**src/sv/spfl_pkg.sv**
```systemverilog
`timescale 1ns / 1ps
// ----------------------------------------------------------------------------
// spfl_pkg: shared types and constants of the slot pool allocator
// Field widths, request and status codes, and the command and status
// structs that join the controller to the datapath.
// ----------------------------------------------------------------------------
package spfl_pkg;

    // Payload field widths
    localparam int OP_W     = 1;
    localparam int SLOT_W   = 6;
    localparam int HANDLE_W = 6;
    localparam int STATUS_W = 1;

    // Request codes
    localparam logic [OP_W-1:0] OP_ALLOC = 1'b0;
    localparam logic [OP_W-1:0] OP_FREE  = 1'b1;

    // Result status codes
    localparam logic [STATUS_W-1:0] STATUS_OK   = 1'b0;
    localparam logic [STATUS_W-1:0] STATUS_FULL = 1'b1;

    // Controller to datapath commands
    typedef struct packed {
        logic start;   // capture request, issue link read
        logic link;    // first link update phase
        logic finish;  // last link update, load result
    } cmd_t;

    // Datapath to controller status
    typedef struct packed {
        logic no_work; // request needs no link update (pool full or ignored free)
    } flags_t;

endpackage

```
**src/sv/spfl_if.sv**
```systemverilog
`timescale 1ns / 1ps
// ----------------------------------------------------------------------------
// spfl_if: request and result channels of the slot pool allocator
// Valid/ready channels; a transfer happens when valid and ready are high.
// ----------------------------------------------------------------------------
interface spfl_req_if;
    logic                          valid;
    logic                          ready;
    logic [spfl_pkg::OP_W-1:0]     operation;
    logic [spfl_pkg::SLOT_W-1:0]   slot_index;

    modport source (output valid, operation, slot_index, input ready);
    modport sink   (input valid, operation, slot_index, output ready);
endinterface

interface spfl_rsp_if;
    logic                          valid;
    logic                          ready;
    logic [spfl_pkg::HANDLE_W-1:0] handle;
    logic [spfl_pkg::STATUS_W-1:0] status;

    modport source (output valid, handle, status, input ready);
    modport sink   (input valid, handle, status, output ready);
endinterface

```
**src/sv/spfl_ctrl.sv**
```systemverilog
`timescale 1ns / 1ps
// ----------------------------------------------------------------------------
// spfl_ctrl: request sequencer of the slot pool allocator
// Steps each request through capture, link update and result load, and
// holds the result valid flag until the result is taken.
// ----------------------------------------------------------------------------
module spfl_ctrl (
    input  logic             clk,
    input  logic             rst_n,
    input  logic             in_valid,
    output logic             in_ready,
    output logic             out_valid,
    input  logic             out_ready,
    input  spfl_pkg::flags_t flags,
    output spfl_pkg::cmd_t   cmd
);

    typedef enum logic [1:0] {
        IDLE,
        READ,
        WRITE
    } state_t;

    state_t state_reg;
    state_t state_next;
    logic   out_valid_reg;
    logic   out_valid_next;
    logic   out_free;

    // Result register can take a new result this cycle
    assign out_free  = !out_valid_reg || out_ready;
    assign in_ready  = (state_reg == IDLE);
    assign out_valid = out_valid_reg;

    // Sequence one request
    always_comb
    begin
        state_next     = state_reg;
        out_valid_next = out_valid_reg && !out_ready;
        cmd            = '0;
        case (state_reg)
            IDLE:
            begin
                if (in_valid)
                begin
                    cmd.start  = 1'b1;
                    state_next = READ;
                end
            end
            READ:
            begin
                if (flags.no_work)
                begin
                    if (out_free)
                    begin
                        cmd.finish     = 1'b1;
                        out_valid_next = 1'b1;
                        state_next     = IDLE;
                    end
                    else
                    begin
                        state_next = WRITE;
                    end
                end
                else
                begin
                    cmd.link   = 1'b1;
                    state_next = WRITE;
                end
            end
            WRITE:
            begin
                // Hold here until the result register frees up
                if (out_free)
                begin
                    cmd.finish     = 1'b1;
                    out_valid_next = 1'b1;
                    state_next     = IDLE;
                end
            end
            default:
            begin
                state_next = IDLE;
            end
        endcase
    end

    // State and result valid flag
    always_ff @(posedge clk or negedge rst_n)
    begin
        if (!rst_n)
        begin
            state_reg     <= IDLE;
            out_valid_reg <= 1'b0;
        end
        else
        begin
            state_reg     <= state_next;
            out_valid_reg <= out_valid_next;
        end
    end

    // Commands are mutually exclusive
    a_cmd_onehot: assert property (@(posedge clk) disable iff (!rst_n)
        $onehot0({cmd.start, cmd.link, cmd.finish}))
        else $error("more than one datapath command in a cycle");

    // A captured request either updates links or has nothing to update
    a_start_then_link: assert property (@(posedge clk) disable iff (!rst_n)
        cmd.start |=> (cmd.link != flags.no_work))
        else $error("link phase does not follow capture");

    // A loaded result is shown as valid
    a_finish_valid: assert property (@(posedge clk) disable iff (!rst_n)
        cmd.finish |=> out_valid_reg)
        else $error("result loaded without valid");

endmodule

```
**src/sv/spfl_datapath.sv**
```systemverilog
`timescale 1ns / 1ps
// ----------------------------------------------------------------------------
// spfl_datapath: link memories and list heads of the slot pool allocator
// Holds the next and prev link memories, the free and in-use list heads and
// the bump counter, and applies the link updates the controller steps through.
// ----------------------------------------------------------------------------
module spfl_datapath #(
    parameter int CAPACITY = 64
) (
    input  logic                          clk,
    input  logic                          rst_n,
    input  spfl_pkg::cmd_t                cmd,
    output spfl_pkg::flags_t              flags,
    input  logic [spfl_pkg::OP_W-1:0]     operation,
    input  logic [spfl_pkg::SLOT_W-1:0]   slot_index,
    output logic [spfl_pkg::HANDLE_W-1:0] handle,
    output logic [spfl_pkg::STATUS_W-1:0] status
);

    localparam int IW = $clog2(CAPACITY);
    localparam int LW = $clog2(CAPACITY + 1);
    localparam int SW = spfl_pkg::SLOT_W;
    localparam int HW = spfl_pkg::HANDLE_W;
    localparam int CW = (LW > SW) ? LW : SW;
    localparam logic [LW-1:0] NULL_LINK = LW'(CAPACITY);

    // Link memories
    logic [LW-1:0] next_mem [CAPACITY];
    logic [LW-1:0] prev_mem [CAPACITY];

    // List heads and bump counter
    logic [LW-1:0] active_head_reg;
    logic [LW-1:0] free_head_reg;
    logic [LW-1:0] used_count_reg;

    // Captured request
    logic                  op_reg;
    logic [IW-1:0]         slot_reg;
    logic                  go_reg;
    logic                  from_free_reg;
    logic                  full_reg;
    logic [LW-1:0]         aux_reg;
    logic [LW-1:0]         next_rd_reg;
    logic [LW-1:0]         prev_rd_reg;
    logic [HW-1:0]         handle_reg;
    logic [spfl_pkg::STATUS_W-1:0] status_reg;

    // Request decode
    logic          is_free;
    logic          free_avail;
    logic          bump_avail;
    logic          idx_ok;
    logic          start_go;
    logic [IW-1:0] start_slot;

    // Link checks
    logic nx_ok;
    logic pv_ok;
    logic ah_ok;
    logic aux_ok;

    // Memory write ports
    logic          next_we;
    logic [IW-1:0] next_wa;
    logic [LW-1:0] next_wd;
    logic          prev_we;
    logic [IW-1:0] prev_wa;
    logic [LW-1:0] prev_wd;

    // Decode the incoming request
    assign is_free    = (operation == spfl_pkg::OP_FREE);
    assign free_avail = (free_head_reg < NULL_LINK);
    assign bump_avail = (used_count_reg < NULL_LINK);
    assign idx_ok     = (CW'(slot_index) < CW'(used_count_reg));
    assign start_go   = is_free ? idx_ok : (free_avail || bump_avail);
    assign start_slot = is_free ? IW'(slot_index)
                      : (free_avail ? IW'(free_head_reg) : IW'(used_count_reg));

    assign nx_ok  = (next_rd_reg < NULL_LINK);
    assign pv_ok  = (prev_rd_reg < NULL_LINK);
    assign ah_ok  = (active_head_reg < NULL_LINK);
    assign aux_ok = (aux_reg < NULL_LINK);

    assign flags.no_work = !go_reg;
    assign handle        = handle_reg;
    assign status        = status_reg;

    // Select link writes for the current phase
    always_comb
    begin
        next_we = 1'b0;
        next_wa = slot_reg;
        next_wd = active_head_reg;
        prev_we = 1'b0;
        prev_wa = slot_reg;
        prev_wd = NULL_LINK;
        if (cmd.link && go_reg)
        begin
            if (!op_reg)
            begin
                // New slot goes to the in-use head
                next_we = 1'b1;
                next_wa = slot_reg;
                next_wd = ah_ok ? active_head_reg : NULL_LINK;
                prev_we = 1'b1;
                prev_wa = slot_reg;
                prev_wd = NULL_LINK;
            end
            else
            begin
                // Unlink the slot from its neighbors
                prev_we = nx_ok;
                prev_wa = IW'(next_rd_reg);
                prev_wd = prev_rd_reg;
                next_we = pv_ok;
                next_wa = IW'(prev_rd_reg);
                next_wd = next_rd_reg;
            end
        end
        else if (cmd.finish && go_reg)
        begin
            if (!op_reg)
            begin
                // Old in-use head points back to the new slot
                prev_we = aux_ok;
                prev_wa = IW'(aux_reg);
                prev_wd = LW'(slot_reg);
            end
            else
            begin
                // Push the freed slot onto the free list
                next_we = 1'b1;
                next_wa = slot_reg;
                next_wd = aux_reg;
            end
        end
    end

    // Link memories: one write each, one registered read at capture
    always_ff @(posedge clk)
    begin
        if (next_we)
        begin
            next_mem[next_wa] <= next_wd;
        end
        if (prev_we)
        begin
            prev_mem[prev_wa] <= prev_wd;
        end
        if (cmd.start)
        begin
            next_rd_reg <= next_mem[start_slot];
            prev_rd_reg <= prev_mem[start_slot];
        end
    end

    // Capture the request and load the result
    always_ff @(posedge clk)
    begin
        if (cmd.start)
        begin
            op_reg        <= is_free;
            slot_reg      <= start_slot;
            go_reg        <= start_go;
            from_free_reg <= !is_free && free_avail;
            full_reg      <= !is_free && !start_go;
        end
        if (cmd.link && go_reg)
        begin
            aux_reg <= op_reg ? free_head_reg : active_head_reg;
        end
        if (cmd.finish)
        begin
            handle_reg <= (go_reg && !op_reg) ? HW'(slot_reg) : '0;
            status_reg <= full_reg ? spfl_pkg::STATUS_FULL : spfl_pkg::STATUS_OK;
        end
    end

    // Advance list heads and bump counter
    always_ff @(posedge clk or negedge rst_n)
    begin
        if (!rst_n)
        begin
            active_head_reg <= NULL_LINK;
            free_head_reg   <= NULL_LINK;
            used_count_reg  <= '0;
        end
        else
        begin
            if (cmd.start && !is_free && !free_avail && bump_avail)
            begin
                used_count_reg <= used_count_reg + 1'b1;
            end
            if (cmd.link && go_reg)
            begin
                if (!op_reg)
                begin
                    if (from_free_reg)
                    begin
                        free_head_reg <= next_rd_reg;
                    end
                    active_head_reg <= LW'(slot_reg);
                end
                else
                begin
                    if (!pv_ok)
                    begin
                        active_head_reg <= next_rd_reg;
                    end
                    free_head_reg <= LW'(slot_reg);
                end
            end
        end
    end

    // Bump counter never passes the pool size
    a_used_bound: assert property (@(posedge clk) disable iff (!rst_n)
        used_count_reg <= NULL_LINK)
        else $error("bump counter beyond pool size");

    // Allocate with both sources empty reports full
    a_full_detect: assert property (@(posedge clk) disable iff (!rst_n)
        cmd.start && !is_free && !free_avail && !bump_avail |=> full_reg)
        else $error("exhausted pool not reported full");

    // Free never moves the bump counter
    a_free_no_bump: assert property (@(posedge clk) disable iff (!rst_n)
        cmd.start && is_free |=> $stable(used_count_reg))
        else $error("bump counter moved on free");

endmodule

```
**src/sv/slot_pool_free_list_allocator_core.sv**
```systemverilog
`timescale 1ns / 1ps
// ----------------------------------------------------------------------------
// slot_pool_free_list_allocator_core: slot pool allocator top level
// Free list plus doubly linked in-use list over a fixed pool of slots.
// ----------------------------------------------------------------------------
// Each request allocates a slot (from the free list head, else from a bump
// counter of never-used slots) or frees the given slot, and yields exactly one
// result. A request that updates links goes through capture, which reads both
// link memories, a link phase that does the first pair of writes, and finish,
// which does the last write and loads the result register once that register
// holds no untaken result. A full allocate or an ignored free skips the link
// phase. The single write port of each link memory splits the writes between
// link and finish. One request is in flight at a time; the next is accepted
// once the current result is loaded, even while that result still waits to be
// taken. Link memories are not cleared after reset.
// ----------------------------------------------------------------------------
module slot_pool_free_list_allocator_core #(
    parameter int CAPACITY = 64
) (
    input  logic       clk,
    input  logic       rst_n,
    spfl_req_if.sink   req,
    spfl_rsp_if.source rsp
);

    spfl_pkg::cmd_t   cmd;
    spfl_pkg::flags_t flags;

    // Sequence requests
    spfl_ctrl u_ctrl (
        .clk       (clk),
        .rst_n     (rst_n),
        .in_valid  (req.valid),
        .in_ready  (req.ready),
        .out_valid (rsp.valid),
        .out_ready (rsp.ready),
        .flags     (flags),
        .cmd       (cmd)
    );

    // Hold lists and links
    spfl_datapath #(
        .CAPACITY (CAPACITY)
    ) u_datapath (
        .clk        (clk),
        .rst_n      (rst_n),
        .cmd        (cmd),
        .flags      (flags),
        .operation  (req.operation),
        .slot_index (req.slot_index),
        .handle     (rsp.handle),
        .status     (rsp.status)
    );

endmodule

```
**src/flat_wrapper.sv**
```systemverilog
// flat-port wrapper written by rule: the top's interface ports become plain ports
module slot_pool_free_list_allocator_core_flat 
#(
    parameter int CAPACITY = 64
)
  (clk, rst_n, req_valid, req_operation, req_slot_index, req_ready, rsp_valid, rsp_handle, rsp_status, rsp_ready);
  spfl_req_if req_i ();
  spfl_rsp_if rsp_i ();
  input  logic clk;
  input  logic rst_n;
  input wire logic [$bits(req_i.valid)-1:0] req_valid;
  input wire logic [$bits(req_i.operation)-1:0] req_operation;
  input wire logic [$bits(req_i.slot_index)-1:0] req_slot_index;
  output wire logic [$bits(req_i.ready)-1:0] req_ready;
  output wire logic [$bits(rsp_i.valid)-1:0] rsp_valid;
  output wire logic [$bits(rsp_i.handle)-1:0] rsp_handle;
  output wire logic [$bits(rsp_i.status)-1:0] rsp_status;
  input wire logic [$bits(rsp_i.ready)-1:0] rsp_ready;
  assign req_i.valid = req_valid;
  assign req_i.operation = req_operation;
  assign req_i.slot_index = req_slot_index;
  assign req_ready = req_i.ready;
  assign rsp_valid = rsp_i.valid;
  assign rsp_handle = rsp_i.handle;
  assign rsp_status = rsp_i.status;
  assign rsp_i.ready = rsp_ready;
  slot_pool_free_list_allocator_core #(.CAPACITY(CAPACITY)) u_core (.clk(clk), .rst_n(rst_n), .req(req_i), .rsp(rsp_i));
endmodule
```
**config.mk**
```make
export PLATFORM = sky130hd
export DESIGN_NAME = slot_pool_free_list_allocator_core_flat
export DESIGN_NICKNAME = d
export VERILOG_FILES = /design/src/sv/spfl_pkg.sv /design/src/sv/spfl_if.sv /design/src/sv/spfl_ctrl.sv /design/src/sv/spfl_datapath.sv /design/src/sv/slot_pool_free_list_allocator_core.sv /design/src/flat_wrapper.sv
export SDC_FILE = /design/constraint.sdc
export NUM_CORES = 1
export LEC_CHECK = 0
export BUFFER_PORTS_ARGS = -buffer_cell sky130_fd_sc_hd__buf_4
export CELL_PAD_IN_SITES_DETAIL_PLACEMENT = 1
export CELL_PAD_IN_SITES_GLOBAL_PLACEMENT = 2
export CORE_UTILIZATION = 36
export DETAILED_ROUTE_END_ITERATION = 10
export PLACE_DENSITY = 0.68
export SLEW_MARGIN = 5
export SYNTH_ARGS = -nofsm -noshare
export SYNTH_HDL_FRONTEND = slang
export SYNTH_HIERARCHICAL = 1
export SYNTH_SLANG_ARGS = --single-unit
```
**constraint.sdc**
```tcl
create_clock -name clk -period 10.15 [get_ports clk]
set_clock_uncertainty 0.2 [all_clocks]
set_input_delay 2.03 -clock clk [delete_from_list [all_inputs] [get_ports clk]]
set_output_delay 2.03 -clock clk [all_outputs]
set_load 0.02 [all_outputs]
```
==> results.json <==
{
  "cts_tree": "done",
  "cts_root_buf": "clkbuf_16",
  "synth_cells": 2916,
  "antenna_found_initial": 1,
  "final_area_um2": 43600,
  "startpoint_type": "register",
  "coreArea_um2": 107000,
  "relSlewSlack_pct": 19.0,
  "place_area_um2": 40300,
  "avgSynthCellArea_um2": 13.3,
  "yosys-top-cells-count": "934 x edfxtp_1, 525 x nand2_1, 518 x a21oi_1",
  "setup_ws_ns": 4.35,
  "drc": 2,
  "ioPinCount": 20,
  "avgViaCountPerCell": 5.67,
  "path_max_fanout": 14,
  "whs_path_depth": 0,
  "postCtsHoldBufs": 0,
  "drt-initial-drc-count": 1933,
  "first_global_vias": 25900,
  "grt_usage_pct": 21.0,
  "rsz0062_at_grt": "no",
  "worstSetupEndpointType": "register",
  "p_leak_nw": 14.1,
  "setup_tns_ns": 0,
  "fmax_mhz": 172,
  "layout_min_cycle_time_ns": 5.80,
  "reg2reg_from": "u_core/u_datapath/go_reg",
  "yosysTopAreaCell": "edfxtp_1",
  "synth-edff-count": 934,
  "netlist.area_leader.share_pct": 72.3,
  "fin_util_pct": 40.8,
  "cts_sinks": 958,
  "yosys.cell_types.count": 57,
  "path_cells": "clkinv_1 > nor2b_1 > and2_1 > o21ai_1 > a221oi_1 > nor2b_1 > and2_1 > nand2_1 > nor2_1",
  "critPathSlowestCell": "nor2_1",
  "dp_hpwl_um": 66600,
  "r2r_end": "u_core/u_datapath/prev_mem[22][2]",
  "ys.flop_type": "edfxtp_1",
  "drive_gt1_share_pct": 8.11,
  "dp_slack_ns": 3.73,
  "synth_fp_nets": 2936,
  "dieHeight_um": 330,
  "wl_um": 115000,
  "cts_setup_buffers": 0,
  "postRouteAntennaNets": 0,
  "r2r_cells": 9,
  "hp-class": "register to register",
  "die_w_um": 330,
  "antennaDiodeCount": 0,
  "top_regs": "u_core/u_datapath/next_mem (448), u_core/u_datapath/prev_mem (448)",
  "drv_slew": 0,
  "clk_transition_reported_paths_ns": 0.06,
  "ctsResizeCount": 0,
  "hold_viol_final": 0,
  "cp_slowest_stage_delay_ns": 0.91,
  "dr.pass1.iters": 10,
  "violations": "DRC",
  "cts_inserted_buffers": 104,
  "routabilityCongestion": 0.797,
  "required_ns": 10.24,
  "cap_violations": 0,
  "syn-cell-area_um2": 38800,
  "r2r_slack_ns": 4.35,
  "run_status": "finished with violations",
  "nets": 2892,
  "nFillCells": 11000,
  "ys_seq_elements": 958,
  "clk_path_buf_depth": 3,
  "wire_per_inst_um": 26.3,
  "vdd_drop_max_v": 0.000158,
  "yosysMostFrequentCell": "edfxtp_1",
  "power.density_nw_per_um2": 266,
  "die-area_um2": 109000,
  "yosysWarnings": 6,
  "crit_start": "u_core/u_datapath/go_reg",
  "whs_ns": 0.246,
  "start_util_pct": 36.3,
  "htree_levels": 3,
  "min_period_over_period_pct": 57.1,
  "crit_path_end": "u_core/u_datapath/prev_mem[22][2]",
  "async_flop_share_pct": 2.51,
  "grt_pass1_wl_um": 170000,
  "synth_area_leaders": "edfxtp_1 72%, a21oi_1 6.7%, nand2_1 5.1%, a221oi_1 2.6%, a22oi_1 2.6%",
  "syn2layout_area_growth_pct": 12.4,
  "arrival_ns": 5.89,
  "rows": 120,
  "yosysSeqAreaShare_pct": 73.8,
  "critical_path_class": "register to register",
  "tightest_slew_ns": 1.22,
  "grt-ovfl-total": 0,
  "grt_max_degree": 239,
  "clock_latency_ns": 0.69,
  "setup_violations": 0,
  "numPortBuffers": 19,
  "vias": 24800
}
## worst max-delay path: cells and delay by family (launching register included)
kind,cells,cell delay (ns)
compound gates,2,1.01
simple gates,6,2.81
buf+inv,1,0.69
flops,1,0.67
## stage by stage
step / std cells / total power, mW
after floorplan: 2916 / 6.80
after global placement: 4169 / 7.90
after detailed placement: 4169 / 8.00
after CTS: 4364 / 11.7
after global routing: 4364 / 12.1
final: 4364 / 11.6
## how the worst min path moves through the flow
| stage | slack (ns) | to | start |
|---|---|---|---|
| finish | 0.25 | u_core/u_datapath/status | u_core/u_datapath/full_reg |
| CTS | 0.26 | u_core/u_datapath/status | u_core/u_datapath/full_reg |
| global placement | 0.20 | u_core/u_datapath/status | u_core/u_datapath/full_reg |
| floorplan | 0.20 | u_core/u_datapath/status | u_core/u_datapath/full_reg |
| global route | 0.25 | u_core/u_datapath/status | u_core/u_datapath/full_reg |
| detailed placement | 0.23 | u_core/u_datapath/status | u_core/u_datapath/full_reg |
## report_power, final
part	internal (mW)	switching [mW]	leakage, nW
Combinational	0.673	2.13	3.66
Clock	2.17	1.57	1.65
Sequential	4.94	0.150	8.74
## cell families (layout without fill, tap and decap cells)
kind of cell / after synthesis / after routing / share of synthesized area [%]
xor gates and xnor gates: 5 / 5 / 0.113
buffers and inverters: 231 / 276 / 2.50
muxes: 27 / 27 / 0.722
AOI/OAI and AO/OA: 907 / 907 / 14.5
DFF: 958 / 958 / 73.8
and+or+nand+nor: 779 / 779 / 8.03
adders and majority gates: 9 / 9 / 0.290
## final cells by class
type / count / area [um^2] / area share [%]
well taps: 1403 / 1760 / 4.02
flip-flops and latches: 958 / 28700 / 65.7
clock buffers: 131 / 2790 / 6.39
inverters: 24 / 103 / 0.235
multi-input cells: 1727 / 9270 / 21.3
clock inverters: 64 / 572 / 1.31
repair buffers: 57 / 490 / 1.12
## cell usage in the layout, fill, tap and decap left out, types with 12 or more instances in the layout
master,instances
nand2_1,525
a21oi_1,517
dfrtp_1,22
nor2_1,162
edfxtp_1,934
a221oi_1,115
a22oi_1,133
a211oi_1,84
clkbuf_1,21
buf_4,52
inv_1,17
clkinv_1,26
and2_1,13
clkbuf_16,106
clkinv_2,23
o21ai_0,23
nor3_1,30
mux2i_1,19
nand3_1,12
## per-layer routing
metal | part of all wire [%] | global-route usage [%]
met1 | 43 | 27.5
met2 | 49 | 35.1
met3 | 4.3 | 3.07
met4 | 4.2 | 8.74
met5 | 0 | 0
Note: power is estimated with default switching activity, not from simulation.
